$ cat src/hw/rtl/tvtd_pkg.sv
// ----------------------------------------------------------------------------
// tvtd_pkg
// Shared codes, character constants and small character-class helpers for
// the typed value text decoder.
// ----------------------------------------------------------------------------
package tvtd_pkg;

  localparam logic [3:0] PH_TYPE   = 4'd0;
  localparam logic [3:0] PH_SEP    = 4'd1;
  localparam logic [3:0] PH_D_HI   = 4'd2;
  localparam logic [3:0] PH_D_LO   = 4'd3;
  localparam logic [3:0] PH_D_SP   = 4'd4;
  localparam logic [3:0] PH_S_OPEN = 4'd5;
  localparam logic [3:0] PH_S_BODY = 4'd6;
  localparam logic [3:0] PH_S_ESC  = 4'd7;
  localparam logic [3:0] PH_S_OCT  = 4'd8;
  localparam logic [3:0] PH_I_WS   = 4'd9;
  localparam logic [3:0] PH_I_DIG  = 4'd10;
  localparam logic [3:0] PH_DRAIN  = 4'd11;

  localparam logic [1:0] ST_OK        = 2'd0;
  localparam logic [1:0] ST_MALFORMED = 2'd1;
  localparam logic [1:0] ST_UNKNOWN   = 2'd2;
  localparam logic [1:0] ST_FLOAT     = 2'd3;

  localparam logic [1:0] TYPE_DATA  = 2'd0;
  localparam logic [1:0] TYPE_STR   = 2'd1;
  localparam logic [1:0] TYPE_INT   = 2'd2;
  localparam logic [1:0] TYPE_FLOAT = 2'd3;

  localparam logic [7:0] CH_D      = 8'h44;
  localparam logic [7:0] CH_S      = 8'h53;
  localparam logic [7:0] CH_I      = 8'h49;
  localparam logic [7:0] CH_F      = 8'h46;
  localparam logic [7:0] CH_QUOTE  = 8'h22;
  localparam logic [7:0] CH_BSLASH = 8'h5c;
  localparam logic [7:0] CH_SPACE  = 8'h20;
  localparam logic [7:0] CH_PLUS   = 8'h2b;
  localparam logic [7:0] CH_MINUS  = 8'h2d;
  localparam logic [7:0] CH_ZERO   = 8'h30;
  localparam logic [7:0] CH_NUL    = 8'h00;

  localparam logic [7:0] SEP_RESET = 8'h3a;

  localparam logic [35:0] LIMIT_POS = 36'h0_7fff_ffff;
  localparam logic [35:0] LIMIT_NEG = 36'h0_8000_0000;

  typedef struct packed {
    logic       ok;
    logic [3:0] nib;
  } hex_t;

  function automatic hex_t hex_of(input logic [7:0] c);
    hex_t h;
    h.ok  = 1'b1;
    h.nib = 4'd0;
    if (c inside {[8'h30:8'h39]}) begin
      h.nib = 4'(c - 8'h30);
    end else if (c inside {[8'h61:8'h66]}) begin
      h.nib = 4'(c - 8'h57);
    end else if (c inside {[8'h41:8'h46]}) begin
      h.nib = 4'(c - 8'h37);
    end else begin
      h.ok = 1'b0;
    end
    return h;
  endfunction

  function automatic logic is_ws(input logic [7:0] c);
    return (c == CH_SPACE) || (c inside {[8'h09:8'h0d]});
  endfunction

endpackage

$ cat src/hw/rtl/typed_value_text_decoder_unit.sv
// ----------------------------------------------------------------------------
// typed_value_text_decoder_unit
// Decodes one typed value text (data hex pairs, C-escaped string, or decimal
// integer) one character per beat, sending bytes as they decode and a
// closing beat with the status.
// ----------------------------------------------------------------------------
//  channel  | handshake           | payload
//  in       | in_valid, in_stall  | in_char_code, in_last
//  out      | out_valid, out_stall| data_byte, byte_valid, done_res, status,
//           |                     | value_type, int_value, saturated
//  cfg      | cfg_wr_en           | cfg_wr_data (separator character)
//
// One character is accepted every cycle while in_stall is low; it is held in
// the input register, and its result beat, if it yields one, is then
// presented from the output register. The decode state updates when a
// character leaves the input register. A stalled output register holds its
// beat while the input register keeps taking characters until one that yields
// a beat waits in it. Reset is synchronous and clears the decode state and the
// separator to a colon.
module typed_value_text_decoder_unit
  import tvtd_pkg::*;
(
  input  logic               clk,
  input  logic               rst_n,
  input  logic               in_valid,
  output logic               in_stall,
  input  logic [7:0]         in_char_code,
  input  logic               in_last,
  output logic               out_valid,
  input  logic               out_stall,
  output logic [7:0]         out_data_byte,
  output logic               out_byte_valid,
  output logic               out_done_res,
  output logic [1:0]         out_status,
  output logic [1:0]         out_value_type,
  output logic signed [31:0] out_int_value,
  output logic               out_saturated,
  input  logic               cfg_wr_en,
  input  logic [7:0]         cfg_wr_data
);

  logic [7:0]  sep_r;

  logic        s1_valid_r;
  logic [7:0]  s1_char_r;
  logic        s1_last_r;
  logic        s1_fire;

  logic [3:0]  phase_r,   phase_nxt;
  logic [1:0]  kind_r,    kind_nxt;
  logic [3:0]  nib_r,     nib_nxt;
  logic [7:0]  oct_r,     oct_nxt;
  logic [1:0]  octcnt_r,  octcnt_nxt;
  logic [31:0] acc_r,     acc_nxt;
  logic        neg_r,     neg_nxt;
  logic        seen_r,    seen_nxt;
  logic        clamp_r,   clamp_nxt;
  logic [1:0]  err_r,     err_nxt;

  logic        have;
  logic [7:0]  byte_v;
  logic        res_vld;
  logic [31:0] iv;
  logic        sat;
  logic [35:0] acc_t;
  logic [35:0] acc_lim;
  logic [7:0]  c;
  hex_t        hx;
  logic [7:0]  oct_sh;
  logic [1:0]  octcnt_inc;

  logic        out_valid_r;
  logic [7:0]  out_byte_r;
  logic        out_bv_r;
  logic        out_done_r;
  logic [1:0]  out_status_r;
  logic [1:0]  out_type_r;
  logic [31:0] out_iv_r;
  logic        out_sat_r;

  function automatic logic [1:0] end_status(input logic [3:0] ph, input logic seen,
                                            input logic [1:0] err);
    logic [1:0] st;
    case (ph)
      PH_D_HI, PH_D_SP: st = ST_OK;
      PH_I_DIG:         st = seen ? ST_OK : ST_MALFORMED;
      PH_TYPE, PH_SEP, PH_D_LO, PH_S_OPEN, PH_S_BODY, PH_S_ESC, PH_S_OCT,
      PH_I_WS:          st = ST_MALFORMED;
      default:          st = err;
    endcase
    return st;
  endfunction

  assign c          = s1_char_r;
  assign hx         = hex_of(c);
  assign acc_t      = ({4'd0, acc_r} << 3) + ({4'd0, acc_r} << 1) + {32'd0, c[3:0]};
  assign acc_lim    = neg_r ? LIMIT_NEG : LIMIT_POS;
  assign oct_sh     = {oct_r[4:0], c[2:0]};
  assign octcnt_inc = octcnt_r + 2'd1;

  always_comb begin
    phase_nxt  = phase_r;
    kind_nxt   = kind_r;
    nib_nxt    = nib_r;
    oct_nxt    = oct_r;
    octcnt_nxt = octcnt_r;
    acc_nxt    = acc_r;
    neg_nxt    = neg_r;
    seen_nxt   = seen_r;
    clamp_nxt  = clamp_r;
    err_nxt    = err_r;
    have       = 1'b0;
    byte_v     = 8'd0;

    if (phase_r < PH_DRAIN) begin
      if (c == CH_NUL) begin
        err_nxt   = end_status(phase_r, seen_r, err_r);
        phase_nxt = PH_DRAIN;
      end else begin
        case (phase_r)
          PH_TYPE: begin
            err_nxt   = ST_OK;
            phase_nxt = PH_SEP;
            if (c == CH_D) begin
              kind_nxt = TYPE_DATA;
            end else if (c == CH_S) begin
              kind_nxt = TYPE_STR;
            end else if (c == CH_I) begin
              kind_nxt = TYPE_INT;
            end else if (c == CH_F) begin
              kind_nxt = TYPE_FLOAT;
            end else begin
              kind_nxt = TYPE_DATA;
              err_nxt  = ST_UNKNOWN;
            end
          end
          PH_SEP: begin
            if (c != sep_r) begin
              err_nxt   = ST_MALFORMED;
              phase_nxt = PH_DRAIN;
            end else if (err_r == ST_UNKNOWN) begin
              err_nxt   = ST_UNKNOWN;
              phase_nxt = PH_DRAIN;
            end else if (kind_r == TYPE_DATA) begin
              phase_nxt = PH_D_HI;
            end else if (kind_r == TYPE_STR) begin
              phase_nxt = PH_S_OPEN;
            end else if (kind_r == TYPE_INT) begin
              phase_nxt = PH_I_WS;
            end else begin
              err_nxt   = ST_FLOAT;
              phase_nxt = PH_DRAIN;
            end
          end
          PH_D_HI: begin
            if (!hx.ok) begin
              err_nxt   = ST_MALFORMED;
              phase_nxt = PH_DRAIN;
            end else begin
              nib_nxt   = hx.nib;
              phase_nxt = PH_D_LO;
            end
          end
          PH_D_LO: begin
            if (!hx.ok) begin
              err_nxt   = ST_MALFORMED;
              phase_nxt = PH_DRAIN;
            end else begin
              byte_v    = {nib_r, hx.nib};
              have      = 1'b1;
              phase_nxt = PH_D_SP;
            end
          end
          PH_D_SP: begin
            if (c == CH_SPACE) begin
              phase_nxt = PH_D_HI;
            end else begin
              err_nxt   = ST_MALFORMED;
              phase_nxt = PH_DRAIN;
            end
          end
          PH_S_OPEN: begin
            if (c == CH_QUOTE) begin
              phase_nxt = PH_S_BODY;
            end else begin
              err_nxt   = ST_MALFORMED;
              phase_nxt = PH_DRAIN;
            end
          end
          PH_S_BODY: begin
            if (c == CH_QUOTE) begin
              err_nxt   = ST_OK;
              phase_nxt = PH_DRAIN;
            end else if (c == CH_BSLASH) begin
              phase_nxt = PH_S_ESC;
            end else begin
              byte_v = c;
              have   = 1'b1;
            end
          end
          PH_S_ESC: begin
            phase_nxt = PH_S_BODY;
            have      = 1'b1;
            case (c)
              8'h62: byte_v = 8'h08;
              8'h66: byte_v = 8'h0c;
              8'h6e: byte_v = 8'h0a;
              8'h72: byte_v = 8'h0d;
              8'h74: byte_v = 8'h09;
              8'h76: byte_v = 8'h0b;
              CH_BSLASH, CH_QUOTE: byte_v = c;
              default: begin
                have = 1'b0;
                if (c inside {[8'h30:8'h33]}) begin
                  oct_nxt    = {6'd0, c[1:0]};
                  octcnt_nxt = 2'd1;
                  phase_nxt  = PH_S_OCT;
                end else begin
                  err_nxt   = ST_MALFORMED;
                  phase_nxt = PH_DRAIN;
                end
              end
            endcase
          end
          PH_S_OCT: begin
            if (!(c inside {[8'h30:8'h37]})) begin
              err_nxt   = ST_MALFORMED;
              phase_nxt = PH_DRAIN;
            end else if (octcnt_inc == 2'd3) begin
              byte_v     = oct_sh;
              have       = 1'b1;
              oct_nxt    = oct_sh;
              octcnt_nxt = 2'd0;
              phase_nxt  = PH_S_BODY;
            end else begin
              oct_nxt    = oct_sh;
              octcnt_nxt = octcnt_inc;
            end
          end
          default: begin
            // Integer text: whitespace and sign first, then digits.
            if (phase_r == PH_I_WS && is_ws(c)) begin
              phase_nxt = PH_I_WS;
            end else if (phase_r == PH_I_WS && c == CH_PLUS) begin
              phase_nxt = PH_I_DIG;
            end else if (phase_r == PH_I_WS && c == CH_MINUS) begin
              phase_nxt = PH_I_DIG;
              neg_nxt   = 1'b1;
            end else if (c inside {[8'h30:8'h39]}) begin
              phase_nxt = PH_I_DIG;
              seen_nxt  = 1'b1;
              if (acc_t > acc_lim) begin
                acc_nxt   = acc_lim[31:0];
                clamp_nxt = 1'b1;
              end else begin
                acc_nxt = acc_t[31:0];
              end
            end else begin
              err_nxt   = (phase_r == PH_I_DIG && seen_r) ? ST_OK : ST_MALFORMED;
              phase_nxt = PH_DRAIN;
            end
          end
        endcase
      end
      if (s1_last_r && phase_nxt < PH_DRAIN) begin
        err_nxt   = end_status(phase_nxt, seen_nxt, err_nxt);
        phase_nxt = PH_DRAIN;
      end
    end

    iv  = 32'd0;
    sat = 1'b0;
    if (kind_nxt == TYPE_INT && err_nxt == ST_OK) begin
      iv  = neg_nxt ? (~acc_nxt + 32'd1) : acc_nxt;
      sat = clamp_nxt;
    end
    res_vld = have || s1_last_r;
  end

  assign s1_fire  = s1_valid_r && !(res_vld && out_valid_r && out_stall);
  assign in_stall = s1_valid_r && !s1_fire;

  always_ff @(posedge clk) begin
    if (!rst_n) begin
      sep_r <= SEP_RESET;
    end else if (cfg_wr_en) begin
      sep_r <= cfg_wr_data;
    end
  end

  always_ff @(posedge clk) begin
    if (!rst_n) begin
      s1_valid_r <= 1'b0;
    end else if (!in_stall) begin
      s1_valid_r <= in_valid;
    end
  end

  always_ff @(posedge clk) begin
    if (in_valid && !in_stall) begin
      s1_char_r <= in_char_code;
      s1_last_r <= in_last;
    end
  end

  always_ff @(posedge clk) begin
    if (!rst_n || (s1_fire && s1_last_r)) begin
      phase_r  <= PH_TYPE;
      kind_r   <= TYPE_DATA;
      nib_r    <= 4'd0;
      oct_r    <= 8'd0;
      octcnt_r <= 2'd0;
      acc_r    <= 32'd0;
      neg_r    <= 1'b0;
      seen_r   <= 1'b0;
      clamp_r  <= 1'b0;
      err_r    <= ST_OK;
    end else if (s1_fire) begin
      phase_r  <= phase_nxt;
      kind_r   <= kind_nxt;
      nib_r    <= nib_nxt;
      oct_r    <= oct_nxt;
      octcnt_r <= octcnt_nxt;
      acc_r    <= acc_nxt;
      neg_r    <= neg_nxt;
      seen_r   <= seen_nxt;
      clamp_r  <= clamp_nxt;
      err_r    <= err_nxt;
    end
  end

  always_ff @(posedge clk) begin
    if (!rst_n) begin
      out_valid_r <= 1'b0;
    end else if (s1_fire && res_vld) begin
      out_valid_r <= 1'b1;
    end else if (!out_stall) begin
      out_valid_r <= 1'b0;
    end
  end

  always_ff @(posedge clk) begin
    if (s1_fire && res_vld) begin
      out_byte_r   <= have ? byte_v : 8'd0;
      out_bv_r     <= have;
      out_done_r   <= s1_last_r;
      out_status_r <= s1_last_r ? err_nxt : ST_OK;
      out_type_r   <= kind_nxt;
      out_iv_r     <= s1_last_r ? iv : 32'd0;
      out_sat_r    <= s1_last_r ? sat : 1'b0;
    end
  end

  assign out_valid      = out_valid_r;
  assign out_data_byte  = out_byte_r;
  assign out_byte_valid = out_bv_r;
  assign out_done_res   = out_done_r;
  assign out_status     = out_status_r;
  assign out_value_type = out_type_r;
  assign out_int_value  = out_iv_r;
  assign out_saturated  = out_sat_r;

`ifndef SYNTH
  a_sat_only_ok_int: assert property (@(posedge clk) disable iff (!rst_n)
    (out_valid && out_saturated) |->
      (out_done_res && out_status == ST_OK && out_value_type == TYPE_INT))
    else $error("saturated flag on a beat that is not a closing integer");

  a_byte_beat_has_byte: assert property (@(posedge clk) disable iff (!rst_n)
    (out_valid && !out_done_res) |-> (out_byte_valid && out_status == ST_OK))
    else $error("non-closing beat without a byte");

  a_restart_after_last: assert property (@(posedge clk) disable iff (!rst_n)
    (s1_fire && s1_last_r) |=> (phase_r == PH_TYPE && err_r == ST_OK))
    else $error("decode state not cleared after the final character");

  a_fire_fills_out: assert property (@(posedge clk) disable iff (!rst_n)
    (s1_fire && res_vld) |=> (out_valid && out_done_res == $past(s1_last_r)))
    else $error("result beat lost between stages");
`endif

endmodule
$ cat config.mk
export PLATFORM = sky130hd
export DESIGN_NAME = typed_value_text_decoder_unit
export DESIGN_NICKNAME = d
export VERILOG_FILES = /design/src/hw/rtl/tvtd_pkg.sv /design/src/hw/rtl/typed_value_text_decoder_unit.sv
export SDC_FILE = /design/constraint.sdc
export NUM_CORES = 1
export LEC_CHECK = 0
export BUFFER_PORTS_ARGS = -buffer_cell sky130_fd_sc_hd__buf_2
export CAP_MARGIN = 25
export CORE_MARGIN = 4
export CORE_UTILIZATION = 25
export CTS_CLUSTER_DIAMETER = 80
export CTS_CLUSTER_SIZE = 20
export DETAILED_ROUTE_END_ITERATION = 8
export PLACE_DENSITY = 0.49
export SYNTH_ARGS = -nofsm -noshare
export SYNTH_HDL_FRONTEND = slang
export SYNTH_SLANG_ARGS = --single-unit
$ cat constraint.sdc
create_clock -name clk -period 9.4 [get_ports clk]
set_clock_uncertainty 0.1 [all_clocks]
set_input_delay 0.47 -clock clk [delete_from_list [all_inputs] [get_ports clk]]
set_output_delay 0.47 -clock clk [all_outputs]
set_load 0.01 [all_outputs]
==> qor.txt, run 1 <==
Status = finished clean
Initial antenna violation count = 0
Setup Viol. Count Final = 0
Largest net degree at the start of global routing = 54
Clock buffer count from CTS = 17
Std cell rows = 73
Primary FF master, synth = dfxtp_1
First-pass iteration count of the detailed router = 7
Crit path max fanout = 23
Pwr Total = 1430 µW
Clk slew on worst S/H paths = 0.05 ns
Crit Path Category = reg2reg
Syn. warnings = 0
Nets = 1473
CTS tree = yes
Cell mode on critical path = ha_1
Vias in the first global route = 9618
Via density = 5.30
Final WL = 35700 µm
Finished Cell Area = 11800 µm²
PwrDens = 121 nW/µm²
Iteration-0 DRC Markers = 921
Tmin final = 8.34 ns
Area of the core = 40200 µm²
P&R area growth vs syn = 15.2%
Antenna diodes = 0
Top Ports = 71
Number of synthesized flops with an enable pin = 56
CTS Buffer Depth = 2
Area post-placement = 11200 µm²
Post-Syn Area = 10300 µm²
Setup TNS = 0 ns
Crit path max-delay family = compound AO/OA/AOI/OAI gates
Post-Syn Instances = 1300
Slowest stage delay, CP = 0.80 ns
Maximum vdd drop = 85.6 µV
CP Data Arrival Time = 8.43 ns
Latest clock arrival within the worst-skew pair = 0.44 ns
Routed metal-1 wire length = 16600 µm
RSZ-0062 raised after global routing = no
Pre-CTS setup slack = 1.32 ns
Pin slew with the least headroom to its limit = 0.997 ns
Final WS setup = 1.06 ns
Commonest cells after routing, fill and taps aside = 172 x nor2_1, 148 x nand2_1, 142 x a21oi_1, 105 x ha_1, 71 x o21ai_0
F_max = 120 MHz
Max-slew violations = 0
Commonest non-fill, non-tap cell in the layout = nor2_1
HP Class = in2reg
Clock Sinks = 120
Average detailed-routed wire length per instance = 18.9 µm
Syn_nets = 1429
Final Hold Vio Count = 0
CP required = 9.49 ns
Port bufs = 70
First-pass GRT wire length = 56000 µm
Post-synth ARST share = 0%
Post-CTS Setup Bufs = 0
Die Wd = 211 µm
Grt ovf = 0
Final period util = 88.7%
Leak = 0.00466 µW
Global placement routability congestion = 0.930
Critical path launch point type = register
WL met2 = 15900 µm
DR top layer = met4
Total GRT Usage = 15.9%
Yosys cell types = 75
Hold buffer count at cts = 0
Seq cells post-synth = 120
WL met3 = 2170 µm
# H-tree levels = 4
Die Area = 44400 µm²
Fill cells = 4311
Max-capacitance violation count = 0
Critical-path top delay cell = nor4_1
Die Span Y = 211 µm
Routed Antenna Nets = 0
Syn Area/Cell = 7.89 µm²
Resized cells post-CTS = 0
CP endpoint kind = register
Worst hold slack = 0.105 ns
Register area share after synthesis = 28.9%
Final routed DRC violation total = 0
Hpwl dp = 27100 µm
Layout cell share with drive strength beyond 1 = 11.2%
Initial core utilization = 25.5%
Routed vias = 9972
Slew headroom = 31.8%
CP bufs+invs = 1
Root buffer cell = clkbuf_16
-- cells in the mapped netlist, drive strengths merged (4+ instances only) --
master | instances | area share, %
o221ai | 7 | 0.60
o21a | 5 | 0.37
nand4 | 19 | 1.2
dfxtp | 64 | 12
nand3b | 4 | 0.41
and3 | 7 | 0.43
nand2b | 7 | 0.43
a221oi | 7 | 0.72
nor3b | 9 | 0.77
ha | 105 | 13
a211oi | 38 | 2.9
and2 | 11 | 0.67
a21o | 11 | 0.80
clkbuf | 42 | 1.5
o31ai | 10 | 0.88
nor3 | 38 | 1.9
o22ai | 5 | 0.30
or3 | 6 | 0.37
o41ai | 5 | 0.43
nand4b | 4 | 0.34
nor2 | 173 | 6.3
edfxtp | 56 | 16
nor2b | 14 | 0.85
or2 | 8 | 0.49
mux2i | 12 | 1.2
o21bai | 5 | 0.37
nor4 | 16 | 1.0
nand3 | 25 | 1.2
xor2 | 36 | 3.1
buf | 23 | 1.0
xnor2 | 34 | 2.9
a31oi | 15 | 0.91
a211o | 9 | 0.77
a22oi | 7 | 0.65
a21oi | 146 | 7.3
inv | 37 | 1.4
nand2 | 149 | 5.5
o21ai | 85 | 4.2
o211ai | 9 | 0.66
-- per-layer routing --
metal / global-route usage, % / up-vias
li1: - / 4865
met1: 22.1 / 4710
met2: 24.8 / 337
met3: 2.66 / 60
met4: 5.75 / 0
met5: 0 / -
-- per-stage QoR --
step,std cells,util [%]
floorplan,1300,-
global placement,1849,27.8
detailed placement,1850,27.9
CTS,1882,29.4
global route,1882,29.4
finish,1882,29.4
-- path summary, 6_finish.rpt --
kind	start	to	depth (start not counted)	slack, ns
max reg2reg	c[3]	out_int_value[26]	27	1.06
min	in_last	s1_last_r	1	0.11
max	c[3]	out_int_value[26]	27	1.06
min reg2reg	oct_r[2]	oct_r[2]	2	0.36
-- cells by family after synthesis --
family	count (synthesis)	synth area share (%)
flops	120	28.9
simple gates	500	22.7
xor+xnor	70	5.97
buf+inv	102	3.93
mux	12	1.17
compound gates	389	24.1
fa+ha+maj	107	13.2
-- state kept, by name, summed over array words and instances (netlist names), 2 cells and up --
name and count:
phase_r 4, nib_r 4, kind_r 2, octcnt_r 2
out_value_type 2, out_int_value 32, out_data_byte 8, err_r 2
sep_r 8, oct_r 5, acc_r 32, out_status 2
c 8
-- layout make-up --
type | count | area (µm²) | share of cell area (%)
clock inverter | 10 | 174 | 1.47
multi-input combinational | 1078 | 6920 | 58.6
clock buffer | 22 | 454 | 3.84
timing repair buffer | 90 | 513 | 4.34
tap | 525 | 657 | 5.56
sequential | 120 | 2960 | 25.1
inverter | 37 | 139 | 1.17
-- report_power, final --
part	internal (µW)	switching (µW)	total, µW
Clock	474	243	717
Sequential	560	15.6	575
Combinational	47.4	90.6	138
Total	1080	349	1430
(Power assumes the default switching activity.)
==> run 2, diff against run 1 <==
--- a/config.mk
+++ b/config.mk
@@ -7,12 +7,14 @@
 export LEC_CHECK = 0
 export BUFFER_PORTS_ARGS = -buffer_cell sky130_fd_sc_hd__buf_2
 export CAP_MARGIN = 25
+export CELL_PAD_IN_SITES_DETAIL_PLACEMENT = 2
+export CELL_PAD_IN_SITES_GLOBAL_PLACEMENT = 2
 export CORE_MARGIN = 4
 export CORE_UTILIZATION = 25
 export CTS_CLUSTER_DIAMETER = 80
 export CTS_CLUSTER_SIZE = 20
 export DETAILED_ROUTE_END_ITERATION = 8
-export PLACE_DENSITY = 0.49
+export PLACE_DENSITY = 0.68
 export SYNTH_ARGS = -nofsm -noshare
 export SYNTH_HDL_FRONTEND = slang
 export SYNTH_SLANG_ARGS = --single-unit
==> qor.txt, run 2 (same netlist as run 1, synthesis figures left out) <==
Status = finished clean
Hold Path End = s1_last_r
Hold buffer count at cts = 0 (unchanged)
F_max = 126 MHz (+4.8%)
Tmin final = 7.96 ns (-0.383 ns)
Worst hold slack = 0.0972 ns (-0.00830 ns)
Pwr Total = 1380 µW (-3.2%)
Final WL = 43200 µm (+21%)
Average detailed-routed wire length per instance = 22.9 µm (+21%)
Setup TNS = 0 ns (unchanged)
Final routed DRC violation total = 0 (unchanged)
Clock Sinks = 120 (unchanged)
Clock buffer count from CTS = 17 (unchanged)
Largest net degree at the start of global routing = 54 (unchanged)
Total GRT Usage = 19.3% (+3.5 points)
Routed vias = 10300 (+3.0%)
FF-to-FF path depth = 27 (unchanged)
P&R area growth vs syn = 14.8%
First-pass iteration count of the detailed router = 5 (-2)
Iteration-0 DRC Markers = 527 (-43%)
Routed Antenna Nets = 0 (unchanged)
Global placement routability congestion = 0.873 (-6.2%)
Clock share of power = 47.7% (-2.4 points)
Leak = 0.00462 µW (-0.69%)
Resized cells post-CTS = 0 (unchanged)
NetSw = 383 µW (+9.9%)
Maximum vdd drop = 115 µV (+34%)
R2r endpoint = out_int_value[22]
Setup Viol. Count Final = 0 (unchanged)
Hpwl dp = 33200 µm (+22%)
Initial core utilization = 25.5% (unchanged)
Commonest non-fill, non-tap cell in the layout = nor2_1
Final period util = 84.6% (-4.1 points)
Final Hold Vio Count = 0 (unchanged)
Crit path max fanout = 23 (unchanged)
RSZ-0062 raised after global routing = no
Combinational fraction of design power = 10.7% (+1.0 points)
Critical path launch point type = register
# H-tree levels = 4 (unchanged)
CP endpoint kind = register
Initial antenna violation count = 1 (+1)
Crit Path Category = reg2reg
Vias in the first global route = 11100 (+16%)
CTS tree = yes
Slew headroom = 34.0% (+2.2 points)
Max-capacitance violation count = 0 (unchanged)
Via density = 5.45 (+2.9%)
Layout cell share with drive strength beyond 1 = 11.6% (+0.35 points)
Clk slew on worst S/H paths = 0.06 ns (about the same)
Area of the core = 40200 µm² (unchanged)
Switching share of power = 27.7% (+3.3 points)
Die Area = 44400 µm² (unchanged)
Antenna diodes = 0 (unchanged)
Sequential power share = 41.6% (+1.4 points)
Fill cells = 4711 (+9.3%)
Slowest stage delay, CP = 0.82 ns (+0.02 ns)
Nets = 1475 (+0.14%)
Cell mode on critical path = a21oi_1
Grt ovf = 0 (unchanged)
Max-slew violations = 0 (unchanged)
CP required = 9.50 ns (about the same)
Hold Path Stages = 1 (unchanged)
Worst reg-to-reg setup slack = 1.44 ns (+0.38 ns)
CTS Buffer Depth = 2 (unchanged)
Top Ports = 71 (unchanged)
Critical-path top delay cell = nor4_1
Worst reg2reg startpoint = c[3]
Port bufs = 70 (unchanged)
Root buffer cell = clkbuf_16
Die Span Y = 211 µm (unchanged)
Latest clock arrival within the worst-skew pair = 0.45 ns (about the same)
Pin slew with the least headroom to its limit = 0.981 ns (-0.0162 ns)
Die Wd = 211 µm (unchanged)
Hold wc startpoint = in_last
First-pass GRT wire length = 67200 µm (+20%)
Int Pwr = 1000 µW (-7.4%)
Commonest cells after routing, fill and taps aside = 172 x nor2_1, 148 x nand2_1, 142 x a21oi_1, 105 x ha_1, 71 x o21ai_0
PwrDens = 118 nW/µm² (-2.8%)
HP Class = in2reg
Std cell rows = 73 (unchanged)
CP Data Arrival Time = 8.05 ns (-0.38 ns)
Post-CTS Setup Bufs = 0 (unchanged)
## run 2: cell types whose count changed in the layout (fill, tap and decap cells not counted), sizes merged
cell      change
inv           +1
clkinv        -1
clkinvlp      +4
buf           +1
clkbuf        +1
bufinv        -4
## run 2: cell type report
cell class              count  area, µm²  share of cell area, %
clock buffers              22        485                   4.12
multi-input cells        1078       6920                   58.8
repair buffers             92        519                   4.41
clock inverters            10       92.6                  0.786
inverters                  37        139                   1.18
well taps                 525        657                   5.58
flip-flops and latches    120       2960                   25.2
## run 2: per-layer routing
layer | vias to the layer above | wire (µm) | global-route usage [%] | part of all wire (%)
li1 | 4855 | - | - | -
met1 | 5159 | 19200 | 24.4 | 44
met2 | 190 | 21400 | 33.7 | 50
met3 | 67 | 1390 | 3.32 | 3.2
met4 | 2 | 1150 | 5.97 | 2.7
met5 | - | 13 | 0 | 0.030
## run 2: worst max-delay path, delay by kind of cell, from the launching register on
family | cells | cell delay, ns
XOR/XNOR | 2 | 0.63
buffers and inverters | 2 | 0.33
flip-flops | 1 | 0.35
AO/OA/AOI/OAI | 11 | 2.30
adder cells (fa/ha/maj) | 4 | 1.62
AND/OR/NAND/NOR | 8 | 2.39
## run 2: metrics by stage
| step | instance area, µm² | util (%) | setup slack (ns) | instances |
|---|---|---|---|---|
| after floorplan | 10300 | - | 2.82 | 1300 |
| after global placement | 11200 | 27.8 | 1.79 | 1849 |
| after detailed placement | 11200 | 27.8 | 1.56 | 1851 |
| after CTS | 11800 | 29.3 | 1.46 | 1883 |
| after global routing | 11800 | 29.3 | 0.700 | 1884 |
| final | 11800 | 29.3 | 1.44 | 1884 |
## run 2: how the worst max path moves through the flow
stage	startpoint	end	cells past startpoint
final	c[3]	out_int_value[22]	27
after global routing	c[3]	out_int_value[24]	27
after CTS	c[3]	out_int_value[22]	27
after detailed placement	c[3]	out_int_value[28]	27
after global placement	c[3]	out_int_value[26]	27
after floorplan	c[3]	out_int_value[28]	29
## run 2: power by group through the flow
| stage | registers [µW] | logic [µW] | clock network (µW) |
|---|---|---|---|
| after CTS | 576 | 148 | 673 |
| after floorplan | 581 | 92.7 | 0 |
| after global placement | 587 | 142 | 0 |
| after global routing | 578 | 162 | 695 |
| final | 576 | 147 | 661 |
| after detailed placement | 587 | 147 | 0 |
